[src/sv/dbd_pkg.sv]
// dbd_pkg: shared constants, register codes and helper functions for the
// detection box decoder. Used by detection_box_decode_core and dbd_checker.
`default_nettype none

package dbd_pkg;

   // hard limits of the decoder
   localparam int MAX_BOXES   = 16384;
   localparam int MAX_CLASSES = 252;

   localparam logic [16:0] MAX_BOXES_W   = 17'(MAX_BOXES);
   localparam logic [7:0]  MAX_CLASSES_W = 8'(MAX_CLASSES);

   // number of box geometry elements ahead of the scores
   localparam logic [7:0] GEOM_ELEMENTS = 8'd4;

   // control register indexes
   localparam int CSR_INDEX_W = 3;
   localparam logic [CSR_INDEX_W-1:0] CSR_SCORE_THRESHOLD = 3'd0;
   localparam logic [CSR_INDEX_W-1:0] CSR_INVERSE_SCALE   = 3'd1;
   localparam logic [CSR_INDEX_W-1:0] CSR_OFFSET_X        = 3'd2;
   localparam logic [CSR_INDEX_W-1:0] CSR_OFFSET_Y        = 3'd3;
   localparam logic [CSR_INDEX_W-1:0] CSR_IMAGE_WIDTH     = 3'd4;
   localparam logic [CSR_INDEX_W-1:0] CSR_IMAGE_HEIGHT    = 3'd5;
   localparam logic [CSR_INDEX_W-1:0] CSR_CLASS_COUNT     = 3'd6;

   // register reset values
   localparam logic [15:0] RST_SCORE_THRESHOLD = 16'd16384;
   localparam logic [15:0] RST_INVERSE_SCALE   = 16'd4096;
   localparam logic [9:0]  RST_OFFSET_X        = 10'd0;
   localparam logic [9:0]  RST_OFFSET_Y        = 10'd0;
   localparam logic [11:0] RST_IMAGE_WIDTH     = 12'd640;
   localparam logic [11:0] RST_IMAGE_HEIGHT    = 12'd640;
   localparam logic [7:0]  RST_CLASS_COUNT     = 8'd80;

   // rounding constant for the Q.17 to Q.4 reduction
   localparam logic [34:0] ROUND_HALF = 35'd4096;

   // corner numerator in Q.5, already clamped at zero
   typedef logic [17:0] numer_type;
   // scaled corner in Q.4 before clamping to the image
   typedef logic [21:0] scaled_type;

   function automatic logic [7:0] effective_classes(input logic [7:0] count);
      logic [7:0] n;
      n = count;
      if (n == 8'd0) begin
         n = 8'd1;
      end
      if (n > MAX_CLASSES_W) begin
         n = MAX_CLASSES_W;
      end
      return n;
   endfunction

   // 2*centre -/+ size - 32*offset, non-positive values give zero
   function automatic numer_type corner_numer(input logic [15:0] centre,
                                              input logic [15:0] size,
                                              input logic        upper,
                                              input logic [9:0]  offset);
      logic signed [19:0] num;
      logic signed [19:0] sz;
      sz  = $signed({4'b0, size});
      num = $signed({3'b0, centre, 1'b0}) - $signed({5'b0, offset, 5'b0});
      num = upper ? (num + sz) : (num - sz);
      if (num <= 20'sd0) begin
         return '0;
      end
      return num[17:0];
   endfunction

endpackage

`default_nettype wire

[src/sv/detection_box_decode_core.sv]
// Detection box decoder: a detection passes the stage 1, stage 2 and output
// registers after the transfer of its last score; throughput one element per cycle
// unless rsp_stall holds the pipeline (scaling multipliers are fully pipelined).
// Stages: accept/argmax and corner numerators, scaling multiply and round,
// clamp and box check into the output register.
// Reset (synchronous, active high) restores register defaults, clears the
// running best score and class and empties the pipeline; box geometry is not reset.
`default_nettype none

module detection_box_decode_core
   import dbd_pkg::*;
(
   input  wire logic                   clock,
   input  wire logic                   reset,

   input  wire logic                   req_valid,
   output      logic                   req_stall,
   input  wire logic [15:0]            req_element_value,
   input  wire logic [7:0]             req_element_index,
   input  wire logic [13:0]            req_box_index,

   output      logic                   rsp_valid,
   input  wire logic                   rsp_stall,
   output      logic [15:0]            rsp_left,
   output      logic [15:0]            rsp_top,
   output      logic [15:0]            rsp_right,
   output      logic [15:0]            rsp_bottom,
   output      logic [15:0]            rsp_confidence,
   output      logic [7:0]             rsp_class_index,
   output      logic [13:0]            rsp_anchor_id,

   input  wire logic                   csr_valid,
   output      logic                   csr_ready,
   input  wire logic [CSR_INDEX_W-1:0] csr_index,
   input  wire logic [15:0]            csr_wdata
);

   // control registers
   logic [15:0] score_threshold_ff;
   logic [15:0] inverse_scale_ff;
   logic [9:0]  offset_x_ff;
   logic [9:0]  offset_y_ff;
   logic [11:0] image_width_ff;
   logic [11:0] image_height_ff;
   logic [7:0]  class_count_ff;

   // box state
   logic [15:0] geom_ff [4];
   logic [15:0] best_score_ff, best_score_in;
   logic [7:0]  lead_class_ff, lead_class_in;

   // stage 1: numerators
   logic        s1_valid_ff, s1_valid_in;
   numer_type   s1_x1_ff, s1_x2_ff, s1_y1_ff, s1_y2_ff;
   logic [15:0] s1_conf_ff;
   logic [7:0]  s1_class_ff;
   logic [13:0] s1_anchor_ff;

   // stage 2: scaled corners
   logic        s2_valid_ff, s2_valid_in;
   scaled_type  s2_x1_ff, s2_x2_ff, s2_y1_ff, s2_y2_ff;
   logic [15:0] s2_conf_ff;
   logic [7:0]  s2_class_ff;
   logic [13:0] s2_anchor_ff;

   // output register
   logic        out_valid_ff, out_valid_in;
   logic [15:0] out_left_ff, out_top_ff, out_right_ff, out_bottom_ff;
   logic [15:0] out_conf_ff;
   logic [7:0]  out_class_ff;
   logic [13:0] out_anchor_ff;

   logic        req_xfer;
   logic        anchor_ok;
   logic        is_geom;
   logic        is_score;
   logic [7:0]  classes;
   logic [7:0]  cls;
   logic        take_new;
   logic        fire;
   logic        s1_adv;
   logic        s2_adv;

   scaled_type  sc_x1, sc_x2, sc_y1, sc_y2;
   logic [15:0] lim_x, lim_y;
   logic [15:0] cl_x1, cl_x2, cl_y1, cl_y2;
   logic        keep;

   // pipeline flow: a stage moves when the next one is empty or moving
   assign s2_adv    = ~out_valid_ff | ~rsp_stall;
   assign s1_adv    = ~s2_valid_ff | s2_adv;
   assign req_stall = s1_valid_ff & ~s1_adv;
   assign req_xfer  = req_valid & ~req_stall;
   assign csr_ready = 1'b1;

   always_comb begin
      classes   = effective_classes(class_count_ff);
      cls       = req_element_index - GEOM_ELEMENTS;
      anchor_ok = {3'b0, req_box_index} < MAX_BOXES_W;
      is_geom   = req_xfer & anchor_ok & (req_element_index < GEOM_ELEMENTS);
      is_score  = req_xfer & anchor_ok & (req_element_index >= GEOM_ELEMENTS)
                  & (cls < classes);
      // first score reloads, later ones need strict greater-than
      take_new  = (cls == 8'd0) | (req_element_value > best_score_ff);
      best_score_in = best_score_ff;
      lead_class_in = lead_class_ff;
      if (is_score && take_new) begin
         best_score_in = req_element_value;
         lead_class_in = cls;
      end
      fire = is_score & (cls == classes - 8'd1)
             & (best_score_in >= score_threshold_ff);
      s1_valid_in = fire | (s1_valid_ff & ~s1_adv);
      s2_valid_in = s1_adv ? s1_valid_ff : s2_valid_ff;
   end

   // round half up from Q.17 to Q.4
   function automatic scaled_type scale(input numer_type num, input logic [15:0] inv);
      logic [34:0] full;
      full = 35'(num) * 35'(inv) + ROUND_HALF;
      return full[34:13];
   endfunction

   always_comb begin
      sc_x1 = s2_x1_ff;
      sc_x2 = s2_x2_ff;
      sc_y1 = s2_y1_ff;
      sc_y2 = s2_y2_ff;
      lim_x = {image_width_ff, 4'b0};
      lim_y = {image_height_ff, 4'b0};
      cl_x1 = (sc_x1 > {6'b0, lim_x}) ? lim_x : sc_x1[15:0];
      cl_x2 = (sc_x2 > {6'b0, lim_x}) ? lim_x : sc_x2[15:0];
      cl_y1 = (sc_y1 > {6'b0, lim_y}) ? lim_y : sc_y1[15:0];
      cl_y2 = (sc_y2 > {6'b0, lim_y}) ? lim_y : sc_y2[15:0];
      keep  = (cl_x2 > cl_x1) & (cl_y2 > cl_y1);
      out_valid_in = s2_adv ? (s2_valid_ff & keep) : out_valid_ff;
   end

   // control and state registers
   always_ff @(posedge clock) begin
      if (reset) begin
         score_threshold_ff <= RST_SCORE_THRESHOLD;
         inverse_scale_ff   <= RST_INVERSE_SCALE;
         offset_x_ff        <= RST_OFFSET_X;
         offset_y_ff        <= RST_OFFSET_Y;
         image_width_ff     <= RST_IMAGE_WIDTH;
         image_height_ff    <= RST_IMAGE_HEIGHT;
         class_count_ff     <= RST_CLASS_COUNT;
         best_score_ff      <= '0;
         lead_class_ff      <= '0;
         s1_valid_ff        <= 1'b0;
         s2_valid_ff        <= 1'b0;
         out_valid_ff       <= 1'b0;
      end else begin
         if (csr_valid && csr_ready) begin
            case (csr_index)
               CSR_SCORE_THRESHOLD: score_threshold_ff <= csr_wdata;
               CSR_INVERSE_SCALE:   inverse_scale_ff   <= csr_wdata;
               CSR_OFFSET_X:        offset_x_ff        <= csr_wdata[9:0];
               CSR_OFFSET_Y:        offset_y_ff        <= csr_wdata[9:0];
               CSR_IMAGE_WIDTH:     image_width_ff     <= csr_wdata[11:0];
               CSR_IMAGE_HEIGHT:    image_height_ff    <= csr_wdata[11:0];
               CSR_CLASS_COUNT:     class_count_ff     <= csr_wdata[7:0];
               default: ;
            endcase
         end
         best_score_ff <= best_score_in;
         lead_class_ff <= lead_class_in;
         s1_valid_ff   <= s1_valid_in;
         s2_valid_ff   <= s2_valid_in;
         out_valid_ff  <= out_valid_in;
      end
   end

   // payload registers
   always_ff @(posedge clock) begin
      if (is_geom) begin
         geom_ff[req_element_index[1:0]] <= req_element_value;
      end
      if (fire) begin
         s1_x1_ff     <= corner_numer(geom_ff[0], geom_ff[2], 1'b0, offset_x_ff);
         s1_x2_ff     <= corner_numer(geom_ff[0], geom_ff[2], 1'b1, offset_x_ff);
         s1_y1_ff     <= corner_numer(geom_ff[1], geom_ff[3], 1'b0, offset_y_ff);
         s1_y2_ff     <= corner_numer(geom_ff[1], geom_ff[3], 1'b1, offset_y_ff);
         s1_conf_ff   <= best_score_in;
         s1_class_ff  <= lead_class_in;
         s1_anchor_ff <= req_box_index;
      end
      if (s1_adv && s1_valid_ff) begin
         s2_x1_ff     <= scale(s1_x1_ff, inverse_scale_ff);
         s2_x2_ff     <= scale(s1_x2_ff, inverse_scale_ff);
         s2_y1_ff     <= scale(s1_y1_ff, inverse_scale_ff);
         s2_y2_ff     <= scale(s1_y2_ff, inverse_scale_ff);
         s2_conf_ff   <= s1_conf_ff;
         s2_class_ff  <= s1_class_ff;
         s2_anchor_ff <= s1_anchor_ff;
      end
      if (s2_adv && s2_valid_ff) begin
         out_left_ff   <= cl_x1;
         out_top_ff    <= cl_y1;
         out_right_ff  <= cl_x2;
         out_bottom_ff <= cl_y2;
         out_conf_ff   <= s2_conf_ff;
         out_class_ff  <= s2_class_ff;
         out_anchor_ff <= s2_anchor_ff;
      end
   end

   assign rsp_valid       = out_valid_ff;
   assign rsp_left        = out_left_ff;
   assign rsp_top         = out_top_ff;
   assign rsp_right       = out_right_ff;
   assign rsp_bottom      = out_bottom_ff;
   assign rsp_confidence  = out_conf_ff;
   assign rsp_class_index = out_class_ff;
   assign rsp_anchor_id   = out_anchor_ff;

endmodule

`default_nettype wire

[config.mk]
export PLATFORM = sky130hd
export DESIGN_NAME = detection_box_decode_core
export DESIGN_NICKNAME = d
export VERILOG_FILES = /design/src/sv/dbd_pkg.sv /design/src/sv/detection_box_decode_core.sv
export SDC_FILE = /design/constraint.sdc
export NUM_CORES = 2
export LEC_CHECK = 0
export BUFFER_PORTS_ARGS = -buffer_cell sky130_fd_sc_hd__clkbuf_2
export CAP_MARGIN = 5
export CORE_ASPECT_RATIO = 1.2
export CORE_UTILIZATION = 28
export CTS_CLUSTER_SIZE = 28
export DETAILED_ROUTE_END_ITERATION = 8
export MAX_ROUTING_LAYER = met4
export SLEW_MARGIN = 20
export SYNTH_ARGS = -nofsm -noshare
export SYNTH_HDL_FRONTEND = slang
export SYNTH_SLANG_ARGS = --single-unit
export TNS_END_PERCENT = 10
[constraint.sdc]
create_clock -name clock -period 24.9 [get_ports clock]
set_clock_uncertainty 0.2 [all_clocks]
set_input_delay 1.245 -clock clock [delete_from_list [all_inputs] [get_ports clock]]
set_output_delay 1.245 -clock clock [all_outputs]
set_load 0.05 [all_outputs]
# --- Word level (Yosys, flattened, before mapping) ---
# Memories as Yosys holds them, arrays and structs flattened.
# Index checks and enable logic that the tools add are counted.
op_classes:
  n_eq_ne: 7
  reduce_logical: 13
  muxes: 26
  n_bitwise: 18
  multipliers: 4
  n_lt_le_gt_ge: 16
  n_addsub: 12
op_table:
  columns: ["operator", "count"]
  rows:
  - ["$mux 18", 8]
  - ["$add 34x13->35 const B", 4]
  - ["$mul 18x16->34", 4]
  - ["$gt 22x16->1", 4]
  - ["$mux 16", 5]
  - ["$gt 16x16->1", 3]
  - ["$le 20x1->1 const B", 2]
  - ["$add 18x17->19", 2]
  - ["$le 19x1->1 const B", 2]
  - ["$sub 18x17->19", 2]
  - ["$sub 17x15->18", 2]
  - ["$mux 8", 3]
  - ["$ge 16x16->1", 1]
  - ["$logic_not 8->1", 2]
  - ["$reduce_and 2->1", 7]
  - ["$mux 1", 10]
  - ["$and 1x1->1", 9]
  - ["$eq 3x3->1 const B", 3]
  - ["$eq 8x8->1", 1]
  - ["$ge 8x3->1 const B", 1]
  - ["$gt 8x8->1 const B", 1]
  - ["$lt 8x3->1 const B", 1]
  - ["$lt 8x8->1", 1]
  - ["$sub 8x1->8 const B", 1]
  - ["other kinds (7)", 17]
word_totals:
  memories: 1
  register_bits: 449
  elab_cells: 130
  out_inout_bits: 105
  inputBits: 62
  ramBits: 64
memory_table:
  columns: ["memory", "words", "width", "rd", "rd_ports_with_merged_regs", "write_ports", "line", "rtl"]
  rows:
  - ["geom_ff", 4, 16, 4, 0, 1, "detection_box_decode_core.sv:48", "logic [15:0] geom_ff [4];"]

# --- Depth between registers and ports, before layout ---
logic_depth:
  word_depth: 15
  mapped_depth: 27
  mapped_depth_nobuf: 24

# --- Least setup slack after synthesis ---
# OpenSTA, ideal clock, no wires.
synth_path:
  path_kind: "in2reg"
  start: "in req_element_index[4]"
  end: "reg s1_anchor_ff[0] (enable)"
  path_slack_ps: 11846
  cell_stages: 24
  setup_time_ps: 717
  path_buffers: 3
  t_arrival_ps: 12138
  t_required_ps: 23983
  cell_sequence: "nor3_1 -> nor3b_1 -> xnor2_1 -> inv_1 -> ha_1 -> nand2_1 -> nand3_1 -> a211oi_1 -> and2_1 -> o311a_1 -> buf_2 -> a21oi_2 -> buf_4 -> buf_6 -> mux2i_1 -> ha_1 -> nand2b_1 -> a21o_1 -> a21o_1 -> a21o_1 -> a21o_1 -> a21o_1 -> a41oi_1 -> nor3_1"
synth_between:
  elab_chain_len: 7
  elab_cells_between_ends: 13
  cone_classes: "1 x add/sub; 3 x order compare; 1 x eq/ne; 1 x mux; 5 x bitwise; 2 x reduce/logical"
synth_rtl:
  columns: ["element", "line", "rtl"]
  rows:
  - ["start, declared", "detection_box_decode_core.sv:19", "input wire logic [7:0] req_element_index,"]
  - ["$sub 8x3->8 / $ge 8x3->1 (equally long branches)", "detection_box_decode_core.sv:98, detection_box_decode_core.sv:101", null]
  - ["$lt 8x8->1 (tied with other cells)", "detection_box_decode_core.sv:102", "& (cls < classes);"]
  - ["$and 1x1->1 / $or 1x1->1 (equally long branches)", "detection_box_decode_core.sv:102, detection_box_decode_core.sv:104", null]
  - ["$logic_and 1x1->1", "detection_box_decode_core.sv:107", "if (is_score && take_new) begin"]
  - ["$mux 16", "detection_box_decode_core.sv:107", null]
  - ["$ge 16x16->1", "detection_box_decode_core.sv:112", "& (best_score_in >= score_threshold_ff);"]
  - ["$and 1x1->1 *", "detection_box_decode_core.sv:112", null]
  - ["via fire", "detection_box_decode_core.sv:80", "logic fire;"]
  - ["end signal, assigned", "detection_box_decode_core.sv:187", "s1_anchor_ff <= req_box_index;"]
  - ["end, declared", "detection_box_decode_core.sv:57", "logic [13:0] s1_anchor_ff;"]
# Mark *: on every way through the listed nets, which the timed path passes. The rest lies on a longest branch.
# A chain may end at the register's enable or synchronous reset.

# --- Worst setup path after layout ---
layout_path:
  start: "reg inverse_scale_ff[1]"
  end: "reg s2_x2_ff[20] (data pin)"
layout_between:
  elab_chain_len: 2
layout_rtl:
  columns: ["element", "line", "rtl"]
  rows:
  - ["start, declared", "detection_box_decode_core.sv:40", "logic [15:0] inverse_scale_ff;"]
  - ["start signal, assigned", "detection_box_decode_core.sv:158", "CSR_INVERSE_SCALE: inverse_scale_ff <= csr_wdata;"]
  - ["$mul 18x16->34", "detection_box_decode_core.sv:120", "full = 35'(num) * 35'(inv) + ROUND_HALF;"]
  - ["$add 34x13->35", "detection_box_decode_core.sv:120", null]
  - ["end signal, assigned", "detection_box_decode_core.sv:191", "s2_x2_ff <= scale(s1_x2_ff, inverse_scale_ff);"]
  - ["end, declared", "detection_box_decode_core.sv:61", "scaled_type s2_x1_ff, s2_x2_ff, s2_y1_ff, s2_y2_ff;"]
# Every way passes these cells.

==> key figures <==
Outcome
  • Status: complete, no violations

Detailed routing
  • DRC viols: 0
  • Starting DRT DRC Count: 2763
  • First-pass DRT Iterations: 6
  • Final WL: 174 mm
  • Antenna Violating Nets Remaining: 0
  • Avg WL per Cell: 18.3 µm
  • Via count: 45181
  • Vias per cell: 4.75

Hold path
  • Worst Hold End: s2_class_ff[4]
  • Worst Hold Path Cells: 0
  • HP Class: flop to flop
  • Worst hold path startpoint: s1_class_ff[4]

Logic synthesis
  • Synth Flop Type: edfxtp_1
  • Synth unique cells: 99
  • Post-Syn Area: 62700 µm²
  • Sequential share of the synthesized area: 22.8%
  • Syn avg cell area: 9.66 µm²
  • Yosys warning total: 0
  • Syn Inst Count: 6491
  • Post-synth EDFFs: 402
  • Syn nets: 8137
  • Asr flop ratio synth: 0%
  • Number of synthesized register bits: 513

GRT
  • Global-route wire length before repair: 272 mm
  • Initial antenna violation count: 16
  • Total gr overflow: 0
  • Tot GR Track Use: 15.9%
  • Largest net degree at the start of global routing: 74
  • Vias in the first global route: 47830

Critical path
  • Crit path kind: flop to flop
  • Largest stage delay, worst path: 790 ps
  • R2R Path End: s2_x2_ff[20]
  • Critical R2R Launch: inverse_scale_ff[1]
  • CP max FO: 53
  • Most used cell along the critical path: fa_1
  • CP Capture Type: flop
  • Slowest CP cell: o21ai_0
  • Crit start category: flop
  • Crit-path cells: buf_4 -> nand2_1 -> fa_1 -> inv_1 -> fa_1 -> inv_1 -> fa_1 -> fa_1 -> fa_1 -> fa_1 -> inv_1 -> ha_1 -> o21a_1 -> o211ai_1 -> o21ai_0 -> o211ai_1 -> o311ai_1 -> a31o_2 -> a21oi_1 -> xnor2_1
  • CP required: 25140 ps
  • Worst reg2reg setup slack: 17040 ps
  • Arr. time, crit path: 8100 ps
  • R2R depth: 20

STA
  • Slew Limit Fails: 0
  • WHS: 217 ps
  • Min Tclk post-route: 7860 ps
  • Slew HR: 20.0%
  • # setup viols final: 0
  • RSZ-0062 raised after global routing: false
  • Fmax: 127 MHz
  • Slew @ Worst Pin: 1170 ps
  • Period utilisation layout: 31.6%
  • Setup_tns: 0 ps
  • Smallest setup slack after layout: 17040 ps
  • Final hold vios: 0

Power
  • Total Power: 2.32 mW
  • Pwr Density: 33.8 nW/µm²
  • Static leakage power: 31.4 nW
  • Maximum vdd ir drop: 0.0542 mV

Placed design
  • Final HPWL from detailed placement: 133 mm
  • DP Cell Count: 9390
  • Placed Area: 66600 µm²
  • Number of buffers added on ports: 165
  • Setup Slack @ Placement: 16960 ps
  • Routability Congestion: 0.909

Layout
  • Layout Area Growth over Synthesis: 9.42%
  • Final #Nets: 8138
  • Post-Layout Cell Count: 9513
  • Design Area, Final: 68600 µm²
  • Layout cell share with drive strength beyond 1: 6.75%
  • Core Util, Final: 30.9%

Clock network
  • Total CTS buffers: 60
  • # H-tree levels: 2
  • TritonCTS clock tree: built
  • Root Buffer: clkbuf_16
  • Clock slew at reported path FFs: 70 ps
  • CTS hold repair buffers: 0
  • Worst skew pair latency: 720 ps
  • Sink Count: 513
  • Maximum root-to-sink buffer count: 3
  • Post-CTS Setup Repair Bufs: 0
  • CTS resizes: 0

Floorplan
  • Initial Utilization: 28.3%
  • DIE HEIGHT: 520 µm
  • I/O pins: 167
  • Num rows: 189
  • Area of the core: 222000 µm²
  • Chip Width: 434 µm
  • Die area: 226000 µm²

Flow run
  • Max Cap Viol: 0
[flip-flops by register name, summed over array words and instances, names as in the netlist, 18 cells and up]
name,flops
s1_y1_ff,18
s2_x2_ff,22
s1_x1_ff,18
s2_x1_ff,22
s1_x2_ff,18
s2_y1_ff,22
s1_y2_ff,18
s2_y2_ff,22
geom_ff,64
[power by group]
part | internal, mW | switching [mW]
sequential | 0.934 | 0.00776
clock | 0.512 | 0.402
combinational | 0.179 | 0.283
[worst max-delay path by stage]
stage | start | end | cells past startpoint
after CTS | inverse_scale_ff[1] | s2_x1_ff[8] | 20
after global placement | req_element_index[2] | s1_x1_ff[1] | 25
after global routing | inverse_scale_ff[9] | s2_x2_ff[18] | 19
after floorplan | req_element_index[4] | s1_anchor_ff[0] | 24
after detailed placement | req_element_index[2] | s1_x1_ff[6] | 25
final | inverse_scale_ff[1] | s2_x2_ff[20] | 20
[critical path, delay by kind of cell (launching register included)]
kind                       cells  cell delay [ps]
and+or+nand+nor                1              180
xor gates and xnor gates       1              130
buffers and inverters          4              850
DFF                            1              640
adders and majority gates      7             3380
AOI/OAI and AO/OA              7             2180
[area by class of cell]
class	count	area [µm²]
clock inverters	33	394
clock buffers	81	1610
well taps	2960	3700
inverters	1277	4790
multi-input cells	4435	42700
repair buffers	205	1130
flip-flops and latches	513	14300
diodes	9	22.5
fillers	23207	153000
[cell usage in the layout, fill, tap and decap left out, drive strengths merged, types with 14 or more instances in the layout]
| master | Yosys | final |
|---|---|---|
| ha | 686 | 686 |
| inv | 1277 | 1287 |
| clkbuf | 240 | 245 |
| nor4 | 22 | 22 |
| a21oi | 230 | 230 |
| mux2 | 67 | 67 |
| xor2 | 41 | 41 |
| mux2i | 50 | 50 |
| o21ai | 83 | 83 |
| o211ai | 23 | 23 |
| nand3 | 42 | 42 |
| nand2b | 22 | 22 |
| nor2 | 169 | 169 |
| xnor2 | 106 | 106 |
| o21a | 57 | 57 |
| nand4 | 41 | 41 |
| clkinv | 0 | 14 |
| a31oi | 14 | 14 |
| and2 | 442 | 442 |
| dfxtp | 111 | 111 |
| or2 | 14 | 14 |
| buf | 26 | 41 |
| a211oi | 20 | 20 |
| and3 | 29 | 29 |
| nand2 | 1008 | 1008 |
| fa | 898 | 898 |
| a21o | 67 | 67 |
| o31ai | 19 | 19 |
| edfxtp | 402 | 402 |
| nor3 | 62 | 62 |
| nor2b | 58 | 58 |
| o21bai | 18 | 18 |
[routing by layer]
layer / track usage (%) / part of all wire, % / up-vias
li1: - / - / 20475
met1: 19.4 / 41 / 23014
met2: 26.8 / 49 / 1377
met3: 2.15 / 5.9 / 315
met4: 5.37 / 3.7 / 0
met5: - / 0 / -
[cell usage after synthesis (7+ instances only)]
cell	number	area (µm²)
nand2_1	1008	3780
and2_1	442	2770
fa_1	898	18000
o21ai_1	8	40.0
nand3_1	41	205
o21ai_0	75	375
o31ai_1	18	135
a21boi_0	8	60.1
a31oi_1	14	87.6
inv_1	1277	4790
and3_1	27	169
mux2i_1	50	500
buf_2	16	80.1
nand4_1	41	257
nor2b_1	58	363
mux2_2	67	754
xnor2_1	106	928
nor2_1	168	631
o21bai_1	17	128
nor3_1	60	300
o211ai_1	21	158
a21o_1	67	503
a211oi_1	20	150
or2_2	11	68.8
clkbuf_1	240	901
or3_1	11	68.8
xor2_1	41	359
dfxtp_1	111	2220
o21a_1	56	420
nand2b_1	21	131
nor4_1	22	138
or4_1	7	52.6
ha_1	686	8580
edfxtp_1	402	12100
a21oi_1	228	1140
[kinds of logic (layout without fill, tap and decap cells)]
| logic type | Yosys count | after routing | synth area share (%) |
|---|---|---|---|
| fa+ha+maj | 1584 | 1584 | 42.4 |
| flops | 513 | 513 | 22.8 |
| mux | 117 | 117 | 2.00 |
| xor+xnor | 147 | 147 | 2.05 |
| other cells | 1 | 10 | 0.00598 |
| simple gates | 1960 | 1960 | 14.9 |
| compound gates | 626 | 626 | 6.65 |
| buf+inv | 1543 | 1596 | 9.30 |
No activity file was read; power rests on OpenSTA's default activity.
